### config.mk
export PLATFORM = sky130hd
export DESIGN_NAME = lstm_cell_elementwise_update
export DESIGN_NICKNAME = d
export VERILOG_FILES = /design/src/design/lstm_cu_pkg.sv /design/src/design/lstm_cell_elementwise_update.sv
export SDC_FILE = /design/constraint.sdc
export NUM_CORES = 2
export LEC_CHECK = 0
export BUFFER_PORTS_ARGS = -buffer_cell sky130_fd_sc_hd__buf_2
export CELL_PAD_IN_SITES_DETAIL_PLACEMENT = 1
export CELL_PAD_IN_SITES_GLOBAL_PLACEMENT = 1
export CORE_ASPECT_RATIO = 2
export CORE_MARGIN = 5
export CORE_UTILIZATION = 51
export DETAILED_ROUTE_END_ITERATION = 10
export PLACE_DENSITY_LB_ADDON = 0.1
export SETUP_SLACK_MARGIN = 0.05
export SLEW_MARGIN = 20
export SYNTH_ARGS = -nofsm -noshare
export SYNTH_HDL_FRONTEND = slang
export SYNTH_SLANG_ARGS = --single-unit
### constraint.sdc
create_clock -name i_clk -period 8.75 [get_ports i_clk]
set_clock_uncertainty 0.05 [all_clocks]
set_input_delay 1.3125 -clock i_clk [delete_from_list [all_inputs] [get_ports i_clk]]
set_output_delay 1.3125 -clock i_clk [all_outputs]
set_load 0.01 [all_outputs]
### src/design/lstm_cu_pkg.sv
// lstm_cu_pkg: widths, fixed-point helpers and the sigmoid table for the lstm cell update
// depends on nothing; imported by lstm_cell_elementwise_update
`default_nettype none

package lstm_cu_pkg;

    // data format
    localparam int DATA_W      = 16;
    localparam int FRAC_BITS   = 11;
    localparam int LUT_ENTRIES = 256;
    localparam int LUT_BITS    = $clog2(LUT_ENTRIES);
    localparam int SIG_W       = FRAC_BITS + 1;
    localparam int TANH_W      = FRAC_BITS + 2;
    localparam int GATE_W      = DATA_W + 6;
    localparam int PROD_W      = 2 * DATA_W;
    localparam int ACC_W       = 40;
    localparam int ADDR_W      = 3;

    // register map
    localparam int REG_USE_PEEPHOLE = 0;

    localparam logic signed [ACC_W-1:0]  RND_HALF = ACC_W'(1 << (FRAC_BITS - 1));
    localparam logic signed [ACC_W-1:0]  SAT_MAX  = ACC_W'(32767);
    localparam logic signed [ACC_W-1:0]  SAT_MIN  = -ACC_W'(32768);
    localparam logic signed [GATE_W-1:0] SIG_LO   = -GATE_W'(8 << FRAC_BITS);
    localparam logic signed [GATE_W-1:0] SIG_HI   = GATE_W'((8 << FRAC_BITS) - 1);
    localparam logic [63:0]              Q30_ONE  = 64'd1 << 30;

    typedef logic [LUT_ENTRIES-1:0][SIG_W-1:0] t_sig_lut;

    // shift-subtract divide, used only while building the table
    function automatic logic [63:0] udiv64(input logic [63:0] num, input logic [63:0] den);
        logic [63:0] q;
        logic [63:0] rem;
        q   = '0;
        rem = '0;
        for (int i = 63; i >= 0; i--) begin
            rem = {rem[62:0], num[i]};
            if (rem >= den) begin
                rem  = rem - den;
                q[i] = 1'b1;
            end
        end
        return q;
    endfunction

    // e^-t in Q30 by a short series and repeated squaring
    function automatic logic [63:0] exp_neg_q30(input logic [63:0] t);
        logic [63:0] y;
        logic [63:0] term;
        logic [63:0] sum;
        y    = t >> 8;
        term = Q30_ONE;
        sum  = Q30_ONE;
        for (int n = 1; n <= 5; n++) begin
            term = (term * y) >> 30;
            case (n)
                2:       term = term / 2;
                3:       term = term / 3;
                4:       term = term / 4;
                5:       term = term / 5;
                default: term = term;
            endcase
            if ((n & 1) != 0) begin
                sum = sum - term;
            end else begin
                sum = sum + term;
            end
        end
        for (int k = 0; k < 8; k++) begin
            sum = (sum * sum) >> 30;
        end
        return sum;
    endfunction

    // sigmoid at each bin center, rounded to FRAC_BITS
    function automatic t_sig_lut build_sig_lut();
        logic signed [63:0] x;
        logic [63:0]        t;
        logic [63:0]        e;
        logic [63:0]        pos;
        logic [63:0]        s;
        t_sig_lut           lut;
        for (int k = 0; k < LUT_ENTRIES; k++) begin
            x   = $signed((64'(2 * k + 1) << 33) / LUT_ENTRIES) - (64'sd1 <<< 33);
            t   = (x < 0) ? 64'(-x) : 64'(x);
            e   = exp_neg_q30(t);
            pos = udiv64(64'd1 << 60, Q30_ONE + e);
            s   = (x >= 0) ? pos : Q30_ONE - pos;
            s   = (s + (64'd1 << (29 - FRAC_BITS))) >> (30 - FRAC_BITS);
            lut[k] = s[SIG_W-1:0];
        end
        return lut;
    endfunction

    localparam t_sig_lut SIG_LUT = build_sig_lut();

    // clamp to [-8, 8) and read the table
    function automatic logic [SIG_W-1:0] sig_lookup(input logic signed [GATE_W-1:0] x);
        logic [FRAC_BITS+3:0] off;
        logic [LUT_BITS-1:0]  idx;
        off = x[FRAC_BITS+3:0] ^ {1'b1, {(FRAC_BITS + 3){1'b0}}};
        if (x < SIG_LO) begin
            idx = '0;
        end else if (x > SIG_HI) begin
            idx = '1;
        end else begin
            idx = off[FRAC_BITS+3 -: LUT_BITS];
        end
        return SIG_LUT[idx];
    endfunction

    // tanh(x) = 2*sigmoid(2x) - 1, argument already doubled
    function automatic logic signed [TANH_W-1:0] tanh_lookup(
        input logic signed [DATA_W:0] x2
    );
        logic [SIG_W-1:0]  s;
        logic [TANH_W:0]   t;
        s = sig_lookup(GATE_W'(x2));
        t = {1'b0, s, 1'b0} - (TANH_W + 1)'(1 << FRAC_BITS);
        return $signed(t[TANH_W-1:0]);
    endfunction

    // round half up and drop the fraction bits of a product
    function automatic logic signed [ACC_W-1:0] rnd_acc(input logic signed [ACC_W-1:0] v);
        return (v + RND_HALF) >>> FRAC_BITS;
    endfunction

endpackage

`default_nettype wire

### src/design/lstm_cell_elementwise_update.sv
// lstm cell elementwise update with peephole terms, one hidden unit per request
// an accepted input request passes through the stage registers to its result on the output register
// throughput: one request per cycle while i_out_stall is low; each stage holds only while its successor is full
// the chain is set by the dependent multiply steps (peephole, cell, output peephole, hidden)
// reset clears the stage valid bits and use_peephole; the sigmoid table is constant logic
// depends on lstm_cu_pkg
`default_nettype none

module lstm_cell_elementwise_update
    import lstm_cu_pkg::*;
(
    input  wire                      i_clk,
    input  wire                      i_rst_n,
    // configuration port
    input  wire                      psel,
    input  wire                      penable,
    input  wire                      pwrite,
    input  wire  [ADDR_W-1:0]        paddr,
    input  wire  [31:0]              pwdata,
    output logic [31:0]              prdata,
    output logic                     pready,
    // input channel
    input  wire                      i_in_valid,
    output logic                     o_in_stall,
    input  wire  signed [DATA_W-1:0] i_gate_input_pre,
    input  wire  signed [DATA_W-1:0] i_gate_output_pre,
    input  wire  signed [DATA_W-1:0] i_gate_forget_pre,
    input  wire  signed [DATA_W-1:0] i_candidate_pre,
    input  wire  signed [DATA_W-1:0] i_cell_prev,
    input  wire  signed [DATA_W-1:0] i_hidden_prev,
    input  wire  signed [DATA_W-1:0] i_peep_input_weight,
    input  wire  signed [DATA_W-1:0] i_peep_output_weight,
    input  wire  signed [DATA_W-1:0] i_peep_forget_weight,
    input  wire                      i_step_active,
    // output channel
    output logic                     o_out_valid,
    input  wire                      i_out_stall,
    output logic signed [DATA_W-1:0] o_cell_new,
    output logic signed [DATA_W-1:0] o_hidden_new,
    output logic signed [DATA_W-1:0] o_seq_output,
    output logic                     o_cell_saturated
);

    localparam int NUM_ST = 8;

    logic              r_use_peephole;
    logic [NUM_ST-1:0] r_vld;
    logic [NUM_ST-1:0] en;
    logic              cfg_wr;

    // stage 1: peephole products
    logic signed [PROD_W-1:0] r1_prod_i, r1_prod_f;
    logic signed [DATA_W-1:0] r1_gi, r1_gf, r1_gc, r1_go, r1_po, r1_cp, r1_hp;
    logic                     r1_act;
    // stage 2: input, forget and candidate activations
    logic [SIG_W-1:0]         r2_it, r2_ft, n2_it, n2_ft;
    logic signed [TANH_W-1:0] r2_gt, n2_gt;
    logic signed [DATA_W-1:0] r2_go, r2_po, r2_cp, r2_hp;
    logic                     r2_act;
    logic signed [GATE_W-1:0] n2_gi, n2_gf;
    // stage 3: cell products
    logic signed [DATA_W+TANH_W-1:0] r3_pfc, n3_pfc;
    logic signed [2*TANH_W-1:0]      r3_pig, n3_pig;
    logic signed [DATA_W-1:0]        r3_go, r3_po, r3_cp, r3_hp;
    logic                            r3_act;
    // stage 4: new cell, saturated
    logic signed [DATA_W-1:0] r4_cn, n4_cn, r4_go, r4_po, r4_hp;
    logic                     r4_sat, n4_sat, r4_act;
    logic signed [ACC_W-1:0]  n4_sum;
    // stage 5: output peephole product and tanh of new cell
    logic signed [PROD_W-1:0] r5_prod_o;
    logic signed [TANH_W-1:0] r5_tcn;
    logic signed [DATA_W-1:0] r5_cn, r5_go, r5_hp;
    logic                     r5_sat, r5_act;
    // stage 6: output gate
    logic [SIG_W-1:0]         r6_ot, n6_ot;
    logic signed [GATE_W-1:0] n6_go;
    logic signed [TANH_W-1:0] r6_tcn;
    logic signed [DATA_W-1:0] r6_cn, r6_hp;
    logic                     r6_sat, r6_act;
    // stage 7: hidden product
    logic signed [2*TANH_W-1:0] r7_ph;
    logic signed [DATA_W-1:0]   r7_cn, r7_hp;
    logic                       r7_sat, r7_act;
    // stage 8: output register
    logic signed [ACC_W-1:0]  n8_hid;
    logic                     r8_act;

    // configuration port
    assign cfg_wr = psel && penable && pwrite && pready;
    assign pready = 1'b1;

    always_ff @(posedge i_clk) begin
        if (!i_rst_n) begin
            r_use_peephole <= 1'b0;
        end else if (cfg_wr && (paddr[2] == 1'(REG_USE_PEEPHOLE))) begin
            r_use_peephole <= pwdata[0];
        end
    end

    always_comb begin
        prdata = '0;
        if (paddr[2] == 1'(REG_USE_PEEPHOLE)) begin
            prdata[0] = r_use_peephole;
        end
    end

    // stage enables: a stage loads when empty or when its successor moves
    always_comb begin
        en[NUM_ST-1] = !r_vld[NUM_ST-1] || !i_out_stall;
        for (int k = NUM_ST - 2; k >= 0; k--) begin
            en[k] = !r_vld[k] || en[k+1];
        end
    end

    assign o_in_stall  = !en[0];
    assign o_out_valid = r_vld[NUM_ST-1];

    always_ff @(posedge i_clk) begin
        if (!i_rst_n) begin
            r_vld <= '0;
        end else begin
            if (en[0]) begin
                r_vld[0] <= i_in_valid;
            end
            for (int k = 1; k < NUM_ST; k++) begin
                if (en[k]) begin
                    r_vld[k] <= r_vld[k-1];
                end
            end
        end
    end

    // stage 1
    always_ff @(posedge i_clk) begin
        if (en[0]) begin
            r1_prod_i <= i_peep_input_weight * i_cell_prev;
            r1_prod_f <= i_peep_forget_weight * i_cell_prev;
            r1_gi     <= i_gate_input_pre;
            r1_gf     <= i_gate_forget_pre;
            r1_gc     <= i_candidate_pre;
            r1_go     <= i_gate_output_pre;
            r1_po     <= i_peep_output_weight;
            r1_cp     <= i_cell_prev;
            r1_hp     <= i_hidden_prev;
            r1_act    <= i_step_active;
        end
    end

    // stage 2: gate sums and table reads
    always_comb begin
        n2_gi = GATE_W'(r1_gi);
        n2_gf = GATE_W'(r1_gf);
        if (r_use_peephole) begin
            n2_gi = n2_gi + GATE_W'(rnd_acc(ACC_W'(r1_prod_i)));
            n2_gf = n2_gf + GATE_W'(rnd_acc(ACC_W'(r1_prod_f)));
        end
        n2_it = sig_lookup(n2_gi);
        n2_ft = sig_lookup(n2_gf);
        n2_gt = tanh_lookup((DATA_W + 1)'(r1_gc) <<< 1);
    end

    always_ff @(posedge i_clk) begin
        if (en[1]) begin
            r2_it  <= n2_it;
            r2_ft  <= n2_ft;
            r2_gt  <= n2_gt;
            r2_go  <= r1_go;
            r2_po  <= r1_po;
            r2_cp  <= r1_cp;
            r2_hp  <= r1_hp;
            r2_act <= r1_act;
        end
    end

    // stage 3: f*c and i*g
    always_comb begin
        n3_pfc = $signed({1'b0, r2_ft}) * r2_cp;
        n3_pig = $signed({1'b0, r2_it}) * r2_gt;
    end

    always_ff @(posedge i_clk) begin
        if (en[2]) begin
            r3_pfc <= n3_pfc;
            r3_pig <= n3_pig;
            r3_go  <= r2_go;
            r3_po  <= r2_po;
            r3_cp  <= r2_cp;
            r3_hp  <= r2_hp;
            r3_act <= r2_act;
        end
    end

    // stage 4: round, saturate; an inactive step keeps the previous cell
    always_comb begin
        n4_sum = rnd_acc(ACC_W'(r3_pfc) + ACC_W'(r3_pig));
        n4_sat = 1'b0;
        if (n4_sum > SAT_MAX) begin
            n4_cn  = SAT_MAX[DATA_W-1:0];
            n4_sat = 1'b1;
        end else if (n4_sum < SAT_MIN) begin
            n4_cn  = SAT_MIN[DATA_W-1:0];
            n4_sat = 1'b1;
        end else begin
            n4_cn = n4_sum[DATA_W-1:0];
        end
        if (!r3_act) begin
            n4_cn  = r3_cp;
            n4_sat = 1'b0;
        end
    end

    always_ff @(posedge i_clk) begin
        if (en[3]) begin
            r4_cn  <= n4_cn;
            r4_sat <= n4_sat;
            r4_go  <= r3_go;
            r4_po  <= r3_po;
            r4_hp  <= r3_hp;
            r4_act <= r3_act;
        end
    end

    // stage 5
    always_ff @(posedge i_clk) begin
        if (en[4]) begin
            r5_prod_o <= r4_po * r4_cn;
            r5_tcn    <= tanh_lookup((DATA_W + 1)'(r4_cn) <<< 1);
            r5_cn     <= r4_cn;
            r5_sat    <= r4_sat;
            r5_go     <= r4_go;
            r5_hp     <= r4_hp;
            r5_act    <= r4_act;
        end
    end

    // stage 6: output gate
    always_comb begin
        n6_go = GATE_W'(r5_go);
        if (r_use_peephole) begin
            n6_go = n6_go + GATE_W'(rnd_acc(ACC_W'(r5_prod_o)));
        end
        n6_ot = sig_lookup(n6_go);
    end

    always_ff @(posedge i_clk) begin
        if (en[5]) begin
            r6_ot  <= n6_ot;
            r6_tcn <= r5_tcn;
            r6_cn  <= r5_cn;
            r6_sat <= r5_sat;
            r6_hp  <= r5_hp;
            r6_act <= r5_act;
        end
    end

    // stage 7
    always_ff @(posedge i_clk) begin
        if (en[6]) begin
            r7_ph  <= $signed({1'b0, r6_ot}) * r6_tcn;
            r7_cn  <= r6_cn;
            r7_sat <= r6_sat;
            r7_hp  <= r6_hp;
            r7_act <= r6_act;
        end
    end

    // stage 8: hidden value, pass-through for an inactive step
    assign n8_hid = rnd_acc(ACC_W'(r7_ph));

    always_ff @(posedge i_clk) begin
        if (en[7]) begin
            o_cell_new       <= r7_cn;
            o_cell_saturated <= r7_sat;
            o_hidden_new     <= r7_act ? n8_hid[DATA_W-1:0] : r7_hp;
            o_seq_output     <= r7_act ? n8_hid[DATA_W-1:0] : '0;
            r8_act           <= r7_act;
        end
    end

    // checks
    a_stall_full: assert property (@(posedge i_clk) disable iff (!i_rst_n)
        o_in_stall |-> (&r_vld))
        else $error("input stalled while a stage is empty");

    a_stage_moves: assert property (@(posedge i_clk) disable iff (!i_rst_n)
        r_vld[3] && en[4] |=> r_vld[4])
        else $error("request lost between cell and tanh stages");

    a_sat_extreme: assert property (@(posedge i_clk) disable iff (!i_rst_n)
        o_out_valid && o_cell_saturated |->
            (o_cell_new == 16'sh7fff) || (o_cell_new == 16'sh8000))
        else $error("saturation flag without clipped cell");

    a_seq_hidden: assert property (@(posedge i_clk) disable iff (!i_rst_n)
        o_out_valid && r8_act |-> (o_seq_output == o_hidden_new))
        else $error("sequence output differs from hidden on an active step");

endmodule

`default_nettype wire
==> results.toml <==
[floorplan]
die_w_um = 296
core_um2 = 163000
die-area_um2 = 172000
ios = 271
die_h_um = 582
initial_core_util_pct = 51.2
rows = 210

[route]
antenna_left = 0
routed_wl_um = 295000
vias_per_cell = 6.09
route.met2.wl_um = 161000
wl_met3_um = 12300
drtIter0Drc = 3559
wl_per_cell_um = 27.2
post-route-drc-count = 0
wl_met1_um = 90700
dr.pass1.iters = 5
routed.top_layer = "met5"
vias = 66100

[setup_path]
cp_max_fo = 33
worst_path_max_delay_cell = "a2111oi_0"
crit_buf_inv = 5
required_ns = 9.26
crit_family = "compound AO/OA/AOI/OAI gates"
crit_top_cell = "buf_4"
critical_path.max_stage_delay_ns = 1.04
end_kind = "register"
crit_type = "register to register"
cp-start-kind = "register"
arrival_ns = 8.93

[layout]
fin_nets = 10700
regArea_um2 = 20300
multiInputGateArea_um2 = 56300
area_growth_pct = 7.15
n_fill_cell = 18200
drive_above_1_share_pct = 7.01

[timing]
slew_headroom_pct = 21.8
drv_slew = 0
fin_setup_tns_ns = 0
max_freq_mhz = 119
rsz0062_at_grt = "false"
period_needed_ns = 8.42
final_hold_viol_count = 0
post-route-period-util_pct = 96.3
setup_violations = 0
tightest_slew_ns = 1.17

[synth]
synth-seq-cells = 680
synth_flop_cell = "edfxtp_1"
syn_area_per_cell_um2 = 9.67
ys_types = 100
synth.area.top_cells = "fa_1 (27%), edfxtp_1 (24%), ha_1 (11%)"
synthCells = 8632
yosysSeqAreaShare_pct = 24.4
synth_warnings = 0
yosys.area.top_type_share_pct = 27.0
yosys.area.top_type = "fa_1"
synth_edf_count = 671
synthArstFlopShare_pct = 0
synth_area_um2 = 83500

[min_path]
min_path_type = "register to register"

[grt]
track_usage_pct = 34.2
grt_max_degree = 66
antenna_found_initial = 13
gr-total-overflow = 0
grt_pass1_vias = 76700
grt_pass1_wl_um = 447000

[clocking]
cts.sinks = 680
numCtsBuffers = 70
worstSkewPairLatency_ns = 0.72
root_buffer = "clkbuf_16"
cts_tree = "done"
post_cts_buffers = 0
hold_buffers = 0
path_clk_slew_ns = 0.09
cts_resized = 0
cts_buffer_depth = 3
cts-htree-levels = 3

[placement]
dp_hpwl_um = 232000
routabilityCongestion = 1.00
port_buffers = 199

[run]
maxCapViolations = 0

[status]
outcome = "completed"
final timing paths:
kind	endpoint	slack, ns	start	depth (start not counted)
worst max-delay path	r6_ot[2]	0.33	r5_prod_o[10]	25
worst max register to register	r6_ot[2]	0.33	r5_prod_o[10]	25
worst min-delay path	r2_cp[13]	0.35	r1_cp[13]	0
worst min register to register	r2_cp[13]	0.35	r1_cp[13]	0
cell families after synthesis:
group / share of synthesized area (%)
buffers and inverters: 8.51
adders and majority gates: 37.7
AOI/OAI and AO/OA: 11.9
other: 0.00900
muxes: 0.674
xor gates and xnor gates: 2.77
DFF: 24.4
and+or+nand+nor: 14.1
registers in the layout, summed over array words and instances (netlist names), 22 cells and up:
signal,flops
r3_pfc,28
r3_pig,25
r1_prod_f,22
r1_prod_i,22
r5_prod_o,22
layer usage:
| layer | vias up | GRT usage (%) |
|---|---|---|
| met5 | - | 0 |
| li1 | 28600 | - |
| met3 | 1221 | 4.39 |
| met2 | 2308 | 64.7 |
| met1 | 33900 | 31.5 |
| met4 | 8 | 29.1 |
through the flow:
step	cell area [um^2]	setup slack [ns]	utilization, %	hold WS, ns	instances
3_3_place_gp	86900	0.372	53.3	0.351	10700
5_1_grt	89500	0.137	54.8	0.349	10800
3_5_place_dp	87000	0.139	53.3	0.356	10700
2_1_floorplan	83600	0.983	-	0.350	8662
4_1_cts	89400	0.479	54.8	0.344	10800
6_report	89500	0.325	54.8	0.346	10800
area by class of cell:
class / count / share of cell area [%]
clock buffers: 81 / 2.00
clock inverters: 44 / 0.757
diodes: 8 / 0.0224
well taps: 2120 / 2.97
inverters: 1372 / 5.77
multi-input cells: 6142 / 62.9
repair buffers: 401 / 2.81
flip-flops and latches: 680 / 22.7
cells in the mapped netlist, types with 14 or more instances:
cell,count
a2111oi_0,27
a211o_1,20
a211oi_1,98
a21o_1,78
a21oi_1,368
a221o_1,25
a221oi_1,29
a311oi_1,19
a31oi_1,67
a41oi_1,14
and2_1,484
and3_1,46
and4_1,16
buf_1,23
buf_2,35
buf_4,37
clkbuf_1,369
edfxtp_1,671
fa_1,1127
ha_1,710
inv_1,1367
mux2_2,14
mux2i_1,36
nand2_1,1018
nand2b_1,82
nand3_1,129
nand4_1,36
nor2_1,370
nor2b_1,32
nor3_1,143
nor4_1,18
o2111ai_1,20
o211ai_1,74
o21a_1,56
o21ai_0,300
o21ai_1,14
o21bai_1,21
o221ai_1,15
o22ai_1,32
o311ai_0,20
o31a_1,15
o31ai_1,30
or3_1,30
xnor2_1,181
xor2_1,83
cell usage in the layout, fill, tap and decap left out, types with 67 or more instances in the layout:
cell,instances
a21o_1,78
xnor2_1,181
nand2_1,1013
and2_1,484
edfxtp_1,671
a21oi_1,364
o21ai_0,294
buf_4,202
nand3_1,129
inv_1,1363
ha_1,710
a31oi_1,67
nand2b_1,82
a211oi_1,98
xor2_1,83
fa_1,1127
clkbuf_16,70
nor3_1,142
buf_2,199
o211ai_1,74
nor2_1,363
Power is not shown: default switching activity piles up to over one toggle a cycle in this logic, so the estimate is an artifact.
